==> src/pfkm_pkg.sv <==
// Package: constants, token and result types for the keyword match chain.
package pfkm_pkg;

    localparam int MaxKeywords   = 16;
    localparam int MaxKeywordLen = 32;
    localparam int RegionBytes   = 1048576;
    localparam int NeededHits    = 3;

    localparam logic [7:0] LowPrint  = 8'd32;
    localparam logic [7:0] HighPrint = 8'd125;
    localparam logic [7:0] NewLine   = 8'd10;

    localparam logic KindLoad = 1'b0;
    localparam logic KindScan = 1'b1;

    typedef logic [MaxKeywordLen-1:0][7:0] t_window;

    // running selection of the lowest matched indices
    typedef struct packed {
        logic [1:0]  hits;
        logic [3:0]  idx0;
        logic [3:0]  idx1;
        logic [3:0]  idx2;
        logic [19:0] off;
    } t_acc;

    // item travelling down the cell chain
    typedef struct packed {
        logic        valid;
        logic        kind;
        logic [3:0]  slot;
        logic [4:0]  pos;
        logic [5:0]  len;
        logic [7:0]  data;
        logic        last;
        logic        keep;
        logic [20:0] kcnt;
        t_window     win;
        t_acc        acc;
    } t_tok;

    typedef struct packed {
        logic        region_hit;
        logic [3:0]  first_index;
        logic [3:0]  second_index;
        logic [3:0]  third_index;
        logic [19:0] third_match_offset;
        logic [20:0] filtered_length;
    } t_res;

endpackage

==> src/pfkm_out_queue.sv <==
// Two-entry result queue between the chain and the output channel.
module pfkm_out_queue
    import pfkm_pkg::*;
(
    input  logic i_clk,
    input  logic i_rst_n,
    input  logic i_push,
    input  t_res i_res,
    output logic o_room,
    output logic o_valid,
    input  logic i_ready,
    output t_res o_res
);
    t_res       r_q [2];
    logic [1:0] r_num;
    logic       r_wp, r_rp;
    logic       pop;

    assign pop     = o_valid && i_ready;
    assign o_valid = r_num != 2'd0;
    assign o_room  = r_num != 2'd2;
    assign o_res   = r_q[r_rp];

    // pointers and fill level
    always_ff @(posedge i_clk) begin
        if (!i_rst_n) begin
            r_num <= '0;
            r_wp  <= 1'b0;
            r_rp  <= 1'b0;
        end else begin
            if (i_push) begin
                r_q[r_wp] <= i_res;
                r_wp      <= ~r_wp;
            end
            if (pop) r_rp <= ~r_rp;
            r_num <= r_num + 2'(i_push) - 2'(pop);
        end
    end
endmodule

==> config.mk <==
export PLATFORM = sky130hd
export DESIGN_NAME = pfkm_out_queue
export DESIGN_NICKNAME = d
export VERILOG_FILES = /design/src/pfkm_pkg.sv /design/src/pfkm_out_queue.sv
export SDC_FILE = /design/constraint.sdc
export NUM_CORES = 1
export LEC_CHECK = 0
export BUFFER_PORTS_ARGS = -buffer_cell sky130_fd_sc_hd__buf_4
export CELL_PAD_IN_SITES_DETAIL_PLACEMENT = 1
export CELL_PAD_IN_SITES_GLOBAL_PLACEMENT = 1
export CORE_MARGIN = 1
export CORE_UTILIZATION = 45
export DETAILED_ROUTE_END_ITERATION = 7
export GPL_TIMING_DRIVEN = 0
export PLACE_DENSITY = 0.82
export SLEW_MARGIN = 20
export SYNTH_ARGS = -nofsm -noshare
export SYNTH_HDL_FRONTEND = slang
export SYNTH_SLANG_ARGS = --single-unit
==> constraint.sdc <==
create_clock -name i_clk -period 7.2 [get_ports i_clk]
set_clock_uncertainty 0.05 [all_clocks]
set_input_delay 1.44 -clock i_clk [delete_from_list [all_inputs] [get_ports i_clk]]
set_output_delay 1.44 -clock i_clk [all_outputs]
set_load 0.02 [all_outputs]
# == Word-level counts from Yosys, hierarchy flattened ==
# Memory sizes are Yosys's and may differ from the RTL's. A register that Yosys moved wholly into a read port is not among the register bits.
# Index checks and enable logic that the tools add are counted.
# word_totals
wordCells,16
reg_bits,4
input_bits,58
mem_count,1
out_inout_bits,56
ramBits,108
# memory_table
name,words,width,rd,rd_clocked_by_memory_dff,wr,line_no,rtl
r_q,2,54,1,1,1,pfkm_out_queue.sv:14,t_res r_q [2];
# op_classes
n_reduce_logical,2
n_mux,5
n_eq_ne,1
n_addsub,2
bitwise_logic,2
# ops
cell,n
2-to-1 mux 1 bit,5
adder 2 x 1 -> 2 bit,1
"inequality test 2 bit, second input constant",1
inverter 1 bit,2
nonzero test 2 bit,1
subtractor 2 x 1 -> 2 bit,1
logical AND 1 bit,1

# == Depth between registers and ports, before layout ==
# depth
depth_word,4
ltp_mapped,6
mapped_depth_nobuf,6

# == Worst setup path before layout ==
# Ideal clock, no wire load.
# synth_path
path_type,input -> register
start,input i_rst_n
end,memory r_q[0][0] in the netlist's numbering (enable)
slack_ns,2.913
cell_stages,2
setup_time_ns,0.467
arrival_ns,3.770
required_time_ns,6.683
n_path_buf,0
cell_sequence,nand2_1 nor2_1
# synth_via
elab_chain_len,2
# synth_rtl
item,line_no,rtl
from (decl),pfkm_out_queue.sv:6,"input logic i_rst_n,"
2-to-1 mux 1 bit,pfkm_out_queue.sv:26,if (!i_rst_n) begin
2-to-1 mux 1 bit (not written as such),pfkm_out_queue.sv:32,r_q[r_wp] <= i_res;
to (decl),pfkm_out_queue.sv:14,
# No other way between the ends.

==> flow_summary.ini <==
[synthesis]
syn_nets = 252
avgSynthCellArea_um2 = 22.9
synth_cell_type_count = 19
ys_seq_elements = 113
ys_warn_count = 0
syn_area_mm2 = 0.00439
ys_seq_area_share_pct = 76.1
synthCells = 192

[floorplan]
die_h_um = 101
core_area_mm2 = 0.00933
die_w_um = 101
fp-row-count = 35
start_util_pct = 47.1
dieArea_mm2 = 0.0102
io_pins = 114

[setup_path]
rr_startpoint = r_num[1]$_SDFF_PN0_
path_class = reg -> out
startpoint_type = flop
reg2reg_depth = 6
cp-end-kind = output pin
r2r-end = r_num[1]$_SDFF_PN0_
r2r_slack_ps = 5630
critPathRequiredTime_ps = 5710
path_max_fanout = 10
arrival_ps = 1670

[sta]
finalSetupViolations = 0
final-hold-violation-count = 0
drv_slew = 0
period_needed_ps = 3160
tightest_slew_ps = 413
max_freq_ghz = 0.317
tns_ps = 0
max_slew_margin_pct = 72.4
rsz0062_at_grt = false
fin_crit_sh_pct = 43.8
setup_ws_ps = 4040

[place]
io_buffers = 113
pre_cts_ws_ps = 4360
dp_hpwl_um = 5660
place.gp.congestion = 0.661

[finish]
drive_gt1_share_pct = 59.9
layout_commonest_cell = buf_4
nNetsFinal = 387
antennaDiodeCount = 0
area_delta_synth_final_pct = 36.2
final_cell_mix = buf_4, edfxtp_1, mux2_4

[drt]
route.top_layer_used = met4
routed-wl-met2_um = 4610
drt_iter0_markers = 47
vias = 2214
wl_met1_um = 3320
wl_per_cell_um = 18.2
ant_nets = 0
viasPerCell = 4.73
finalWirelength_um = 8500
wl_met3_um = 443
remaining_drc_errors = 0
first_pass_iters = 4

[pwr]
ir_worst_vdd_mv = 0.229
pwr-share-seq_pct = 39.1
pwr-share-comb_pct = 24.9
p_per_area_mw_per_mm2 = 330
switching_power_uw = 504
intPower_mw = 1.47
p_sw_share_pct = 25.5
p_clk_share_pct = 36.0
p_leak_nw = 2.36

[min_path]
min-delay-start = r_rp$_SDFFE_PN0P_
min_to = r_rp$_SDFFE_PN0P_
whs_path_depth = 2
hold_path_class = reg -> reg

[cts]
cts-buffers-inserted = 17
cts_setup_buffers = 0
hold_buffers = 0
cts_tree = done
path_clk_slew_ps = 50
cts_buffer_depth = 2
clock_sinks = 113
cts_max_level = 4
cts.repair.resized = 0
clkLatencyLatePin_ps = 500
cts_root_buf = clkbuf_8

[grt]
grt_first_pass_wirelength_um = 12600
grt_overflow = 0
grt_start_max_net_pins = 33
antenna_found_initial = 0
grt_pass1_vias = 2353
groute.usage.overall_pct = 17.7

[flow_run]
max-cap-violations = 0

[outcome]
outcome = finished, final reports clean
==> worst max-delay path by stage <==
stage,depth (start not counted),slack [ps],start,to
floorplan,2,2910,i_rst_n,r_q[0][0]$_DFFE_PP_
global placement,3,1420,i_rst_n,r_q[0][35]$_DFFE_PP_
detailed placement,5,4360,i_rst_n,r_q[0][15]$_DFFE_PP_
CTS,4,4020,flop,o_res[44]
global route,4,3980,flop,o_res[52]
finish,4,4040,flop,o_res[38]
==> cell families after synthesis <==
group                    after synthesis  share of synthesized area, %
buffers and inverters                  8                          2.71
adder cells (fa/ha/maj)                2                         0.569
multiplexers                          56                          18.6
flip-flops                           113                          76.1
XOR/XNOR                               2                         0.712
AO/OA/AOI/OAI                          1                         0.171
AND/OR/NAND/NOR                       10                          1.20
==> routing by layer <==
metal / global-route usage (%) / up-vias
li1: - / 1026
met1: 19.2 / 1104
met4: 7.02 / 0
met5: 0 / -
met3: 5.96 / 9
met2: 31.6 / 75
==> stage by stage <==
stage | power, mW | area [um2] | util [%] | hold slack [ps] | cells
6_report | 1.98 | 5980 | 64.2 | 440 | 468
2_1_floorplan | 1.11 | 4390 | - | 402 | 192
3_5_place_dp | 1.28 | 5480 | 58.8 | 436 | 437
5_1_grt | 2.05 | 5980 | 64.2 | 471 | 468
4_1_cts | 2.00 | 5980 | 64.2 | 440 | 468
3_3_place_gp | 1.26 | 5400 | 57.9 | 410 | 434
==> cell type report <==
class                           instances  area (um2)
Clock buffer                           22         433
Tap cell                              129         161
Multi-Input combinational cell         71         945
Inverter                                2        7.51
Timing Repair Buffer                  116         916
Sequential cell                       113        3340
Fill cell                             821        3340
Buffer                                  6         111
Clock inverter                          9        67.6
==> critical path: stages, from the launching register on <==
cell and delay, ps:
dfxtp_1 320, buf_6 200, buf_12 170, mux2_4 310, buf_4 160
==> state kept, by name (all words and copies together) (netlist names), named ones only <==
signal  flops
r_wp        1
r_rp        1
r_q       108
r_num       2
==> synthesized netlist by cell type <==
cell type,count,area (um2)
buf_12,5,100
or2_2,1,6.26
o21a_1,1,7.51
mux2i_1,2,20.0
buf_6,1,11.3
mux2_4,50,751
mux2_2,4,45.0
edfxtp_1,108,3240
inv_1,2,7.51
dfxtp_1,5,100
and3_1,1,6.26
ha_1,2,25.0
xnor3_1,1,22.5
nand2b_1,1,6.26
nor2_1,1,3.75
xor2_1,1,8.76
nor2b_1,1,6.26
nand2_1,3,11.3
and2_1,2,12.5
==> power groups by stage <==
stage | Combinational (mW) | Clock [mW] | Sequential (mW)
after floorplan | 0.332 | 0 | 0.781
after global placement | 0.481 | 0 | 0.784
after detailed placement | 0.497 | 0 | 0.785
after CTS | 0.501 | 0.726 | 0.772
after global routing | 0.521 | 0.752 | 0.775
final | 0.493 | 0.712 | 0.773
(Power assumes the default switching activity.)
