<file path="config.mk">
export PLATFORM = sky130hd
export DESIGN_NAME = pfkm_front
export DESIGN_NICKNAME = d
export VERILOG_FILES = /design/src/pfkm_pkg.sv /design/src/pfkm_front.sv
export SDC_FILE = /design/constraint.sdc
export NUM_CORES = 1
export LEC_CHECK = 0
export ABC_CLOCK_PERIOD_IN_PS = 11200
export BUFFER_PORTS_ARGS = -buffer_cell sky130_fd_sc_hd__buf_2
export CELL_PAD_IN_SITES_DETAIL_PLACEMENT = 2
export CELL_PAD_IN_SITES_GLOBAL_PLACEMENT = 2
export CORE_AREA = 2 2 350 214
export CTS_CLUSTER_DIAMETER = 150
export DETAILED_ROUTE_END_ITERATION = 8
export DIE_AREA = 0 0 352 216
export GPL_TIMING_DRIVEN = 0
export PLACE_DENSITY = 0.66
export SKIP_LAST_GASP = 1
export SYNTH_ARGS = -nofsm -noshare
export SYNTH_HDL_FRONTEND = slang
export SYNTH_SLANG_ARGS = --single-unit
</file>
<file path="constraint.sdc">
create_clock -name i_clk -period 11.2 [get_ports i_clk]
set_clock_uncertainty 0.2 [all_clocks]
set_input_delay 0.56 -clock i_clk [delete_from_list [all_inputs] [get_ports i_clk]]
set_output_delay 0.56 -clock i_clk [all_outputs]
set_load 0.005 [all_outputs]
</file>
<file path="src/pfkm_pkg.sv">
// Package: constants, token and result types for the keyword match chain.
package pfkm_pkg;

    localparam int MaxKeywords   = 16;
    localparam int MaxKeywordLen = 32;
    localparam int RegionBytes   = 1048576;
    localparam int NeededHits    = 3;

    localparam logic [7:0] LowPrint  = 8'd32;
    localparam logic [7:0] HighPrint = 8'd125;
    localparam logic [7:0] NewLine   = 8'd10;

    localparam logic KindLoad = 1'b0;
    localparam logic KindScan = 1'b1;

    typedef logic [MaxKeywordLen-1:0][7:0] t_window;

    // running selection of the lowest matched indices
    typedef struct packed {
        logic [1:0]  hits;
        logic [3:0]  idx0;
        logic [3:0]  idx1;
        logic [3:0]  idx2;
        logic [19:0] off;
    } t_acc;

    // item travelling down the cell chain
    typedef struct packed {
        logic        valid;
        logic        kind;
        logic [3:0]  slot;
        logic [4:0]  pos;
        logic [5:0]  len;
        logic [7:0]  data;
        logic        last;
        logic        keep;
        logic [20:0] kcnt;
        t_window     win;
        t_acc        acc;
    } t_tok;

    typedef struct packed {
        logic        region_hit;
        logic [3:0]  first_index;
        logic [3:0]  second_index;
        logic [3:0]  third_index;
        logic [19:0] third_match_offset;
        logic [20:0] filtered_length;
    } t_res;

endpackage

</file>
<file path="src/pfkm_front.sv">
// Front stage: printable filter, kept count and history window.
module pfkm_front
    import pfkm_pkg::*;
(
    input  logic       i_clk,
    input  logic       i_rst_n,
    input  logic       i_en,
    input  logic       i_valid,
    input  logic       i_kind,
    input  logic [3:0] i_slot,
    input  logic [4:0] i_pos,
    input  logic [5:0] i_len,
    input  logic [7:0] i_data,
    input  logic       i_last,
    output t_tok       o_tok
);
    logic [20:0] r_cnt, n_cnt;
    t_window     r_win, n_win;
    t_tok        r_tok, n_tok;
    logic        keep;
    logic        acc_ok;

    // filter and window shift
    always_comb begin
        acc_ok = i_en && i_valid;
        keep   = (i_kind == KindScan)
                 && (((i_data >= LowPrint) && (i_data <= HighPrint)) || (i_data == NewLine))
                 && (r_cnt < 21'(RegionBytes));
        n_cnt = keep ? r_cnt + 21'd1 : r_cnt;
        n_win = keep ? {r_win[MaxKeywordLen-2:0], i_data} : r_win;
        n_tok.valid = acc_ok;
        n_tok.kind  = i_kind;
        n_tok.slot  = i_slot;
        n_tok.pos   = i_pos;
        n_tok.len   = (i_len > 6'(MaxKeywordLen)) ? 6'(MaxKeywordLen) : i_len;
        n_tok.data  = i_data;
        n_tok.last  = i_last && (i_kind == KindScan);
        n_tok.keep  = keep;
        n_tok.kcnt  = n_cnt;
        n_tok.win   = n_win;
        n_tok.acc   = '0;
    end

    always_ff @(posedge i_clk) begin
        if (!i_rst_n) begin
            r_cnt       <= '0;
            r_win       <= '0;
            r_tok.valid <= 1'b0;
        end else if (i_en) begin
            r_tok <= n_tok;
            if (acc_ok && (i_kind == KindScan)) begin
                if (i_last) begin
                    r_cnt <= '0;
                    r_win <= '0;
                end else begin
                    r_cnt <= n_cnt;
                    r_win <= n_win;
                end
            end
        end
    end

    assign o_tok = r_tok;
endmodule

</file>
---- Yosys cells after proc, flatten, opt, wreduce, memory -nomap -nowiden ----
Cells that the tools add are included.
cells by class
  muxes and demuxes ....................... 4
  eq/ne operators ......................... 1
  reduce and logical (&&, ||, !) cells .... 9
  divide/modulo/power cells ............... 0
  $mul .................................... 0
  bitwise logic cells ..................... 0
  add/subtract/negate cells ............... 1
  shift operators ......................... 0
  $lt $le $gt $ge ......................... 4
operator list
  cell                     count
  $mux W256                2
  $mux W21                 2
  $add A21 B1 Y21 const B  1
  $lt A21 B21 Y1 const B   1
  $eq A8 B4 Y1 const B     1
  $ge A8 B6 Y1 const B     1
  $le A8 B7 Y1 const B     1
  $gt A6 B6 Y1 const B     1
  $logic_and A1 B1 Y1      6
  $reduce_and A2 Y1        2
  $logic_or A1 B1 Y1       1
word-level totals
  latch bits .............................. 0
  logic and storage cells ................. 93
  output and inout bits ................... 338
  memory bits (read-only) ................. 0
  memories ................................ 0
  bits of input ports ..................... 29
  RAM bits ................................ 0
  flip-flop bits (word level) ............. 581

---- Logic depth before layout (Yosys ltp) ----
Gate-level depths: netlist of the first run.
  depth in word-level cells ............... 7
  depth in mapped cells ................... 8

---- Worst setup path after synthesis of the first run ----
No wires, ideal clock.
  path type ............................... input to register
  from .................................... input i_rst_n
  to ...................................... register r_tok, in the netlist o_tok[100], enable pin
  required time ........................... 10.297 ns
  library setup time ...................... 0.703 ns
  stages .................................. 2
  setup slack ............................. 2.601 ns
  arrival ................................. 7.696 ns
  cells stage by stage .................... clkbuf_1 and2_1
on the way
  longest elaborated chain between the ends .. 1
ends and longest elaborated chain
  item                         line              source
  start: declaration           pfkm_front.sv:6   input logic i_rst_n,
  $reduce_and A2 Y1 (no line)  --
  end signal: assignment       pfkm_front.sv:50  r_tok <= n_tok;
  end: declaration             pfkm_front.sv:19  t_tok r_tok, n_tok;
Every way passes these cells.
A chain may end at the register's enable or synchronous reset.

---- Worst setup path after layout of the first run ----
  from .................................... input i_data[2]
  to ...................................... register r_win[114] (netlist name)
on the way
  longest elaborated chain between the ends .. 7
  elaborated cells between the ends (all ways) .. 9
ends and longest elaborated chain
  item                                                 line              source
  start: declaration                                   pfkm_front.sv:13  input logic [7:0] i_data,
  $ge A8 B6 Y1 / $le A8 B7 Y1 (equally long branches)  pfkm_front.sv:27  && (((i_data >= LowPrint) && (i_data <= HighPrint)) || (i_data == NewLine))
  $logic_and A1 B1 Y1                                  pfkm_front.sv:27
  $logic_or A1 B1 Y1 *                                 pfkm_front.sv:27
  $logic_and A1 B1 Y1 *                                pfkm_front.sv:27
  $logic_and A1 B1 Y1 *                                pfkm_front.sv:28  && (r_cnt < 21'(RegionBytes));
  $mux W256 *                                          pfkm_front.sv:30  n_win = keep ? {r_win[MaxKeywordLen-2:0], i_data} : r_win;
  $mux W256 *                                          pfkm_front.sv:52  if (i_last) begin
  end signal: assignment                               pfkm_front.sv:57  r_win <= n_win;
  end: declaration                                     pfkm_front.sv:18  t_window r_win, n_win;
Mark *: on every way between the ends. The rest lies on a longest branch, timed or not.

==> reports/metrics.csv, run 1 <==
metric;value;unit
cap_violations;0;
endpoint_kind;flip-flop;
crit_end;r_win[114];
drt-pass1-iter-count;4;
grt_overflow;0;
crit_start;i_data[2];
synth_seq_area_share;67.7;%
period_share;31.4;%
drc;0;
finalNonFillerCells;2884;
wl_per_cell;21.5;um
regArea;14700;um2
dpl.hpwl;43700;um
cp_cell_sequence;dlygate4sd3_1, buf_2, nand4_1, o22ai_1, a21oi_2, o21ai_1, clkbuf_1, buf_1, a22o_1;
postSynthAreaPerCell;15.5;um2
antenna_found_initial;1;
wl;62000;um
slowest_stage;clkbuf_1;
slew_headroom;44.3;%
tritoncts;done;
cts_setup_buffers;0;
synth-edff-count;303;
hold_slack;0.0563;ns
vdd_ir_drop_max;0.108;mV
synthArstFlopShare;0;%
numCtsBuffers;57;
fin_util;36.9;%
crit_buf_inv;4;
power.total;4420;uW
cts.sinks;581;
multiInputGateArea;6380;um2
yosysWarnings;0;
ys_types;61;
worstMarginPinSlew;0.835;ns
power.density;165;nW/um2
finalMaxSlewViolations;0;
core_area;72700;um2
ant_nets;0;
synth_area_leaders;edfxtp_1 (42%), dfxtp_1 (26%), mux2_2 (13%);
path_max_fanout;10;
cp.depth;9;
ys_ff_latch;581;
initial_core_util;29.8;%
io_pins;367;
drive_above_1_share;41.6;%
grt_max_degree;67;
gp_congestion;0.806;
arrival;3.88;ns
fin_crit;3.52;ns
outcome;completed;
htreeDepth;2;
synthToLayoutAreaGrowth;24.1;%
grt_pass1_wl;95200;um
fmax;284;MHz
clk_latency;0.62;ns
die_w;352;um
cpPeakStageDelay;0.68;ns
fillers;7387;
die_y;216;um
vias;13800;
synthFlopType;edfxtp_1;
cp-start-kind;input pin;
r2r_cells;7;
dp_slack;7.43;ns
dp.cells;2757;
synth_most_common_cell;edfxtp_1;
ctsRootBufferMaster;clkbuf_16;
yosys.area.top_type;edfxtp_1;
p_leak;0.0105;uW
setup_slack;7.68;ns
fp.dieArea;76000;um2
setup_viol;0;
reg2reg_from;r_cnt[20];
io_buffers;331;
rsz0062_at_grt;no;
hp-class;input pin to flip-flop;
drt_iter0_markers;623;
fin_nets;1878;
cts.clk_slew.worst_paths;0.06;ns
worstReg2RegEnd;r_win[114];
cts_resized;0;
grt_usage;16.1;%
hold_viol_final;0;
cp.required;11.56;ns
grt_pass1_vias;14900;
clockBufferDepth;3;
synth_top_area_share;42.0;%
crit_type;input pin to flip-flop;
synth_cells;1401;
syn_area;21700;um2
yosys-top-cells-count;edfxtp_1 (303), dfxtp_1 (278), a22o_1 (256), mux2_2 (256), buf_2 (61);
viasPerCell;4.77;
r2r_setup_slack;8.30;ns
holdBufCountCts;19;
cp_top_family;buffers and inverters;
rows;77;
==> worst min-delay path by stage <==
stage                     from    endpoint  slack [ns]  cells past startpoint
floorplan           r_win[255]  r_win[255]        0.24                      1
global placement    r_win[249]  r_win[249]        0.25                      1
detailed placement  r_win[255]  r_win[255]        0.26                      1
CTS                   i_len[1]  o_tok[322]       0.006                      2
global route          i_len[1]  o_tok[322]        0.02                      2
finish                i_len[1]  o_tok[322]        0.06                      2
==> placed cells by master, fill, tap and decap left out, drive strengths merged, types with 4 or more instances in the layout <==
cell and count:
a21oi 4, a22o 256, a31oi 6, and2 9, and3 5, buf 435
clkbuf 119, clkinv 24, conb 34, dfxtp 278, dlygate4sd3 19, edfxtp 303
mux2 256, nand2 23, nand2b 5, nand3 6, nand4 7, nor2 7
nor2b 8, nor3 5, o21ai 5, or3 4, xnor2 14, xor2 5
==> sequential cells by signal (all words and copies together) (netlist names) <==
register,count
o_tok,304
r_win,256
r_cnt,21
==> cell type report <==
type	count	area share, %
clock buffer	79	6.07
buffer	139	2.73
sequential	581	54.6
antenna	1	0.00931
multi-input combinational	713	23.7
tap	987	4.60
clock inverter	28	0.875
timing repair buffer	355	7.39
inverter	1	0.0140
==> layer usage <==
metal | share of wire (%) | up-vias | global-route usage, %
li1 | - | 6292 | -
met1 | 49 | 7140 | 23.3
met2 | 45 | 250 | 24.6
met3 | 4.1 | 71 | 3.20
met4 | 1.8 | 0 | 3.81
met5 | 0 | - | 0
==> report_power, final <==
| group | leakage [uW] | internal [uW] | switching [uW] |
|---|---|---|---|
| Sequential | 0.00499 | 2280 | 17.4 |
| Clock | 0.000929 | 1090 | 843 |
| Combinational | 0.00458 | 74.7 | 122 |
==> logic make-up (layout without fill, tap and decap cells) <==
kind of cell	count (synthesis)	after routing	synth area share, %
buf+inv	140	602	3.40
mux	257	257	13.4
flops	581	581	67.7
simple gates	93	93	2.40
xor+xnor	19	19	0.769
other cells	1	35	0.0173
fa+ha+maj	1	1	0.0578
compound gates	309	309	12.3
==> stage by stage <==
step | TNS, ns | area [um2]
after global placement | -276.11 | 24700
after CTS | 0 | 26900
after global routing | 0 | 26900
after floorplan | 0 | 21800
after detailed placement | 0 | 24800
final | 0 | 26900
Power figures use the tool's default switching activity.
==> run 2: changes to the inputs <==
ABC_AREA = 1   (was unset)
ABC_CLOCK_PERIOD_IN_PS = 3600   (was 11200)
CORE_AREA = 2 2 360 220   (was 2 2 350 214)
DIE_AREA = 0 0 362 222   (was 0 0 352 216)
PLACE_DENSITY = 0.74   (was 0.66)
clock period = 3.6 ns   (was 11.2 ns; I/O delays follow)
==> run 2 against run 1 <==
Worst setup slack lost 6.8 ns. Clock-buffer cell count down 9. Synthesized area up 5.9%. Power rose to 3.2 times the previous value. Clock power increased to 3.2 times the previous value. Worst hold slack gained 0.017 ns. Critical path type unchanged. Largest power group unchanged.
==> reports/metrics.csv, run 2 <==
metric;value;unit
yosys-top-cells-count;nand2_1 (1,368), edfxtp_1 (303), a21oi_1 (278), dfxtp_1 (278), clkbuf_1 (64);
crit_type;input pin to flip-flop;
holdPathEnd;o_tok[328];
htreeDepth;2;
finalNonFillerCells;4081;
clk_latency;0.63;ns
cpPeakStageDelay;0.71;ns
worstReg2RegEnd;r_win[236];
rows;79;
r2r_cells;9;
cts.clk_slew.worst_paths;0.06;ns
synth_cells;2557;
cp-start-kind;input pin;
grt_max_degree;48;
rsz0062_at_grt;no;
io_pins;367;
slowest_stage;clkbuf_1;
min_from;i_pos[1];
endpoint_kind;flip-flop;
wl;83400;um
synthFlopType;edfxtp_1;
cap_violations;0;
power.density;497;nW/um2
reg2reg_from;r_cnt[20];
die_w;362;um
period_share;76.2;%
synth_most_common_cell;nand2_1;
hp-class;input pin to flip-flop;
vias;19400;
yosysWarnings;0;
tritoncts;done;
setup_viol;0;
final_cell_mix;nand2_1 (1,367), buf_2 (385), edfxtp_1 (303);
worstMarginPinSlew;1.02;ns
dp.cells;3941;
hold_depth;2;
grt_pass1_vias;21200;
ys_ff_latch;581;
cts.sinks;581;
numCtsBuffers;57;
p_sw_share;23.8;%
pwr-share-seq;51.1;%
largest_reg_flops;304;
grt_usage;20.6;%
drt-pass1-iter-count;5;
synthToLayoutAreaGrowth;23.4;%
cts_setup_buffers;0;
r2r_setup_slack;1.18;ns
postSynthAreaPerCell;8.97;um2
hold_viol_final;0;
slew_headroom;32.0;%
wl_per_cell;20.4;um
power.switching;3350;uW
layout.cells.most_common;nand2_1;
comb_power_share;5.5;%
dpl.hpwl;61600;um
fmax;364;MHz
fin_nets;3049;
synth_top_area_share;39.7;%
io_buffers;332;
drive_above_1_share;17.8;%
grt_pass1_wl;129000;um
fp.dieArea;80400;um2
cp_cell_sequence;dlygate4sd3_1, buf_2, nand2_1, nor2_1, inv_2, nor2_2, clkbuf_1, buf_2, nand2_1, a21oi_1;
fin_util;36.8;%
synth_seq_area_share;63.9;%
fin_crit;2.74;ns
path_max_fanout;10;
cp.required;3.93;ns
crit_buf_inv;5;
synth-edff-count;303;
synthArstFlopShare;0;%
die_y;222;um
cp_top_family;buffers and inverters;
initial_core_util;29.9;%
grt_overflow;0;
clockPowerShare;43.4;%
hold_slack;0.0734;ns
gp_congestion;0.833;
synth_area_leaders;edfxtp_1 (40%), dfxtp_1 (24%), nand2_1 (22%);
outcome;completed;
finalMaxSlewViolations;0;
vdd_ir_drop_max;0.323;mV
viasPerCell;4.76;
p_leak;0.0109;uW
yosys.area.top_type;edfxtp_1;
clockBufferDepth;3;
core_area;76800;um2
ys_types;27;
ctsRootBufferMaster;clkbuf_16;
ant_nets;0;
arrival;3.08;ns
antenna_found_initial;5;
syn_area;22900;um2
power.internal;10700;uW
drt_iter0_markers;1050;
drc;0;
## run 2: metal layers
layer  vias to the layer above  GRT usage (%)  routed length [um]
met5                         -              0                   8
met4                         2           3.76                1220
met3                        93           2.91                3040
met2                       299           33.4               38700
met1                      9921           29.4               40500
li1                       9123              -                   -
## run 2: power groups by stage
stage	Clock, uW	Combinational (uW)	Sequential, uW
finish	6100	776	7180
global route	6540	847	7190
CTS	6280	783	7180
detailed placement	0	752	7330
global placement	0	707	7360
floorplan	0	316	7340
## run 2: worst reg2reg max path, cell delays in order (launching register included)
cell and delay [ns]:
dfxtp_1 0.35, nor3_4 0.44, nand2_2 0.22, inv_2 0.19, buf_4 0.23, buf_4 0.21, nand2_1 0.08, nand2_1 0.13
nand2_1 0.08, a21oi_1 0.19
## run 2: how the worst max path moves through the flow
stage | from | to | slack (ns) | cells past startpoint
after floorplan | i_rst_n | o_tok[100] | -1.74 | 2
after global placement | i_rst_n | o_tok[311] | -4.28 | 3
after detailed placement | i_en | r_win[236] | 0.73 | 9
after CTS | i_en | r_win[236] | 0.83 | 10
after global routing | i_en | r_cnt[8] | 0.62 | 10
final | i_en | r_win[236] | 0.86 | 10
## run 2: cell type report
| class | instances | area, um2 |
|---|---|---|
| clock buffer | 70 | 1520 |
| multi-input combinational | 1785 | 7230 |
| inverter | 37 | 143 |
| timing repair buffer | 370 | 2110 |
| antenna | 2 | 5.00 |
| buffer | 187 | 1040 |
| tap | 1012 | 1270 |
| clock inverter | 37 | 317 |
| sequential | 581 | 14700 |
| fill | 8443 | 48500 |
## run 2: cell families after synthesis
group / synth area share, %
xor gates and xnor gates: 0.305
buffers and inverters: 5.15
other: 0.0163
adders and majority gates: 0.0545
DFF: 63.9
AOI/OAI and AO/OA: 6.46
and+or+nand+nor: 24.1
## run 2: what timing repair did
action | in CTS | in global routing
hold endpoints to repair | 51 | 0
hold buffers | 31 | 0
endpoints found under the setup margin | 0 | 0
resized for setup | 0 | 0
## run 2: metrics by stage
step | power (uW) | cell area [um2] | setup slack, ns | TNS, ns
2_1_floorplan | 7660 | 23100 | -1.74 | -528.65
3_3_place_gp | 8070 | 26000 | -4.28 | -1275.05
3_5_place_dp | 8080 | 26100 | 0.727 | 0
4_1_cts | 14300 | 28300 | 0.832 | 0
5_1_grt | 14600 | 28300 | 0.621 | 0
6_report | 14100 | 28300 | 0.856 | 0
==> run 3: changes to the inputs <==
ABC_CLOCK_PERIOD_IN_PS = 2680   (was 3600)
clock period = 2.68 ns   (was 3.6 ns; I/O delays follow)
==> run 3 against run 2 <==
Global-route usage increased by 0.11 points. Die area unchanged. Clock power increased by 34%. Highest routed layer unchanged. Clock-buffer cell count unchanged. Sequential power increased by 34%. Flip-flop and latch count unchanged. Worst hold slack got worse by 0.0066 ns. Via count about the same. Critical endpoint is now r_win[206]. Final cell count increased by 0.22%.
==> reports/metrics.csv, run 3 (synthesis results as in run 2) <==
metric;value;unit
outcome;completed;
hold_viol_final;0;
grt_usage;20.7;%
r2r_setup_slack;0.26;ns
r2r_cells;9;
hold_depth;2;
drt-pass1-iter-count;5;
fp.dieArea;80400;um2
synthToLayoutAreaGrowth;23.8;%
cap_violations;0;
hp-class;input pin to flip-flop;
rsz0062_at_grt;no;
htreeDepth;2;
io_buffers;332;
period_share;91.0;%
drt_iter0_markers;1058;
die_w;362;um
fin_util;37.0;%
wl_per_cell;20.5;um
antenna_found_initial;5;
dp.cells;3941;
io_pins;367;
ant_nets;0;
wl;83700;um
grt_pass1_wl;130000;um
cts.clk_slew.worst_paths;0.06;ns
grt_max_degree;48;
worstMarginPinSlew;0.951;ns
gp_congestion;0.833;
layout.cells.most_common;nand2_1;
cp-start-kind;input pin;
drc;0;
vdd_ir_drop_max;0.434;mV
slew_headroom;36.6;%
cp.required;3.02;ns
initial_core_util;29.9;%
tritoncts;done;
setup_viol;0;
clockBufferDepth;3;
p_leak;0.0109;uW
drive_above_1_share;17.9;%
tns;0;ns
power.density;665;nW/um2
reg2reg_from;r_cnt[20];
finalMaxSlewViolations;0;
min_from;i_data[3];
grt_pass1_vias;21400;
arrival;2.78;ns
endpoint_kind;flip-flop;
core_area;76800;um2
dpl.hpwl;61600;um
vias;19400;
grt_overflow;0;
fin_nets;3058;
viasPerCell;4.75;
die_y;222;um
worstReg2RegEnd;r_win[236];
holdPathEnd;o_tok[316];
fmax;410;MHz
path_max_fanout;10;
ctsRootBufferMaster;clkbuf_16;
final_cell_mix;nand2_1 (1,367), buf_2 (385), edfxtp_1 (303);
hold_slack;0.0668;ns
largest_reg_flops;304;
clk_latency;0.64;ns
crit_type;input pin to flip-flop;
numCtsBuffers;57;
rows;79;
finalNonFillerCells;4090;
fin_crit;2.44;ns
cts.sinks;581;
-- run 3: cell type report --
cell class | count | area (um2)
fill | 8437 | 48400
inverter | 37 | 143
clock inverter | 37 | 317
buffer | 187 | 1050
timing repair buffer | 379 | 2200
tap | 1012 | 1270
clock buffer | 70 | 1520
sequential | 581 | 14700
multi-input combinational | 1785 | 7230
antenna | 2 | 5.00
-- run 3: what timing repair did --
item,in CTS,in global routing
resized for setup,0,9
endpoints found under the setup margin,0,105
buffers inserted,0,0
endpoints found under the hold margin,75,0
hold buffers,40,0
-- run 3: worst max-delay path, cell delays in order --
cell	delay [ns]
dlygate4sd3_1	0.58
buf_2	0.16
inv_1	0.13
nor2_1	0.08
inv_2	0.18
clkbuf_1	0.64
clkbuf_1	0.53
nand2_1	0.13
a21oi_1	0.21
-- run 3: worst max-delay path by stage --
stage	start	end	slack (ns)
floorplan	i_rst_n	o_tok[100]	-2.62
global placement	i_rst_n	o_tok[311]	-5.16
detailed placement	i_en	r_win[236]	-0.15
CTS	i_kind	r_cnt[7]	0.04
global route	i_kind	r_win[131]	0.01
finish	i_kind	r_win[206]	0.24
-- run 3: power breakdown --
| group | internal, uW | switching, uW |
|---|---|---|
| Sequential | 9550 | 94.2 |
| Combinational | 343 | 711 |
| Clock | 4500 | 3700 |
-- run 3: routing by layer --
layer / track usage, % / part of all wire [%]
met1: 29.5 / 49
met2: 33.7 / 46
met3: 2.93 / 3.3
met4: 3.67 / 1.4
met5: 0 / 0.0096
-- run 3: per-stage QoR --
step / worst slack, ns / area (um2) / power [uW]
6_report: 0.240 / 28400 / 18900
5_1_grt: 0.0139 / 28400 / 19600
4_1_cts: 0.0403 / 28400 / 19200
3_5_place_dp: -0.147 / 26100 / 10900
3_3_place_gp: -5.16 / 26000 / 10800
2_1_floorplan: -2.62 / 23100 / 10300
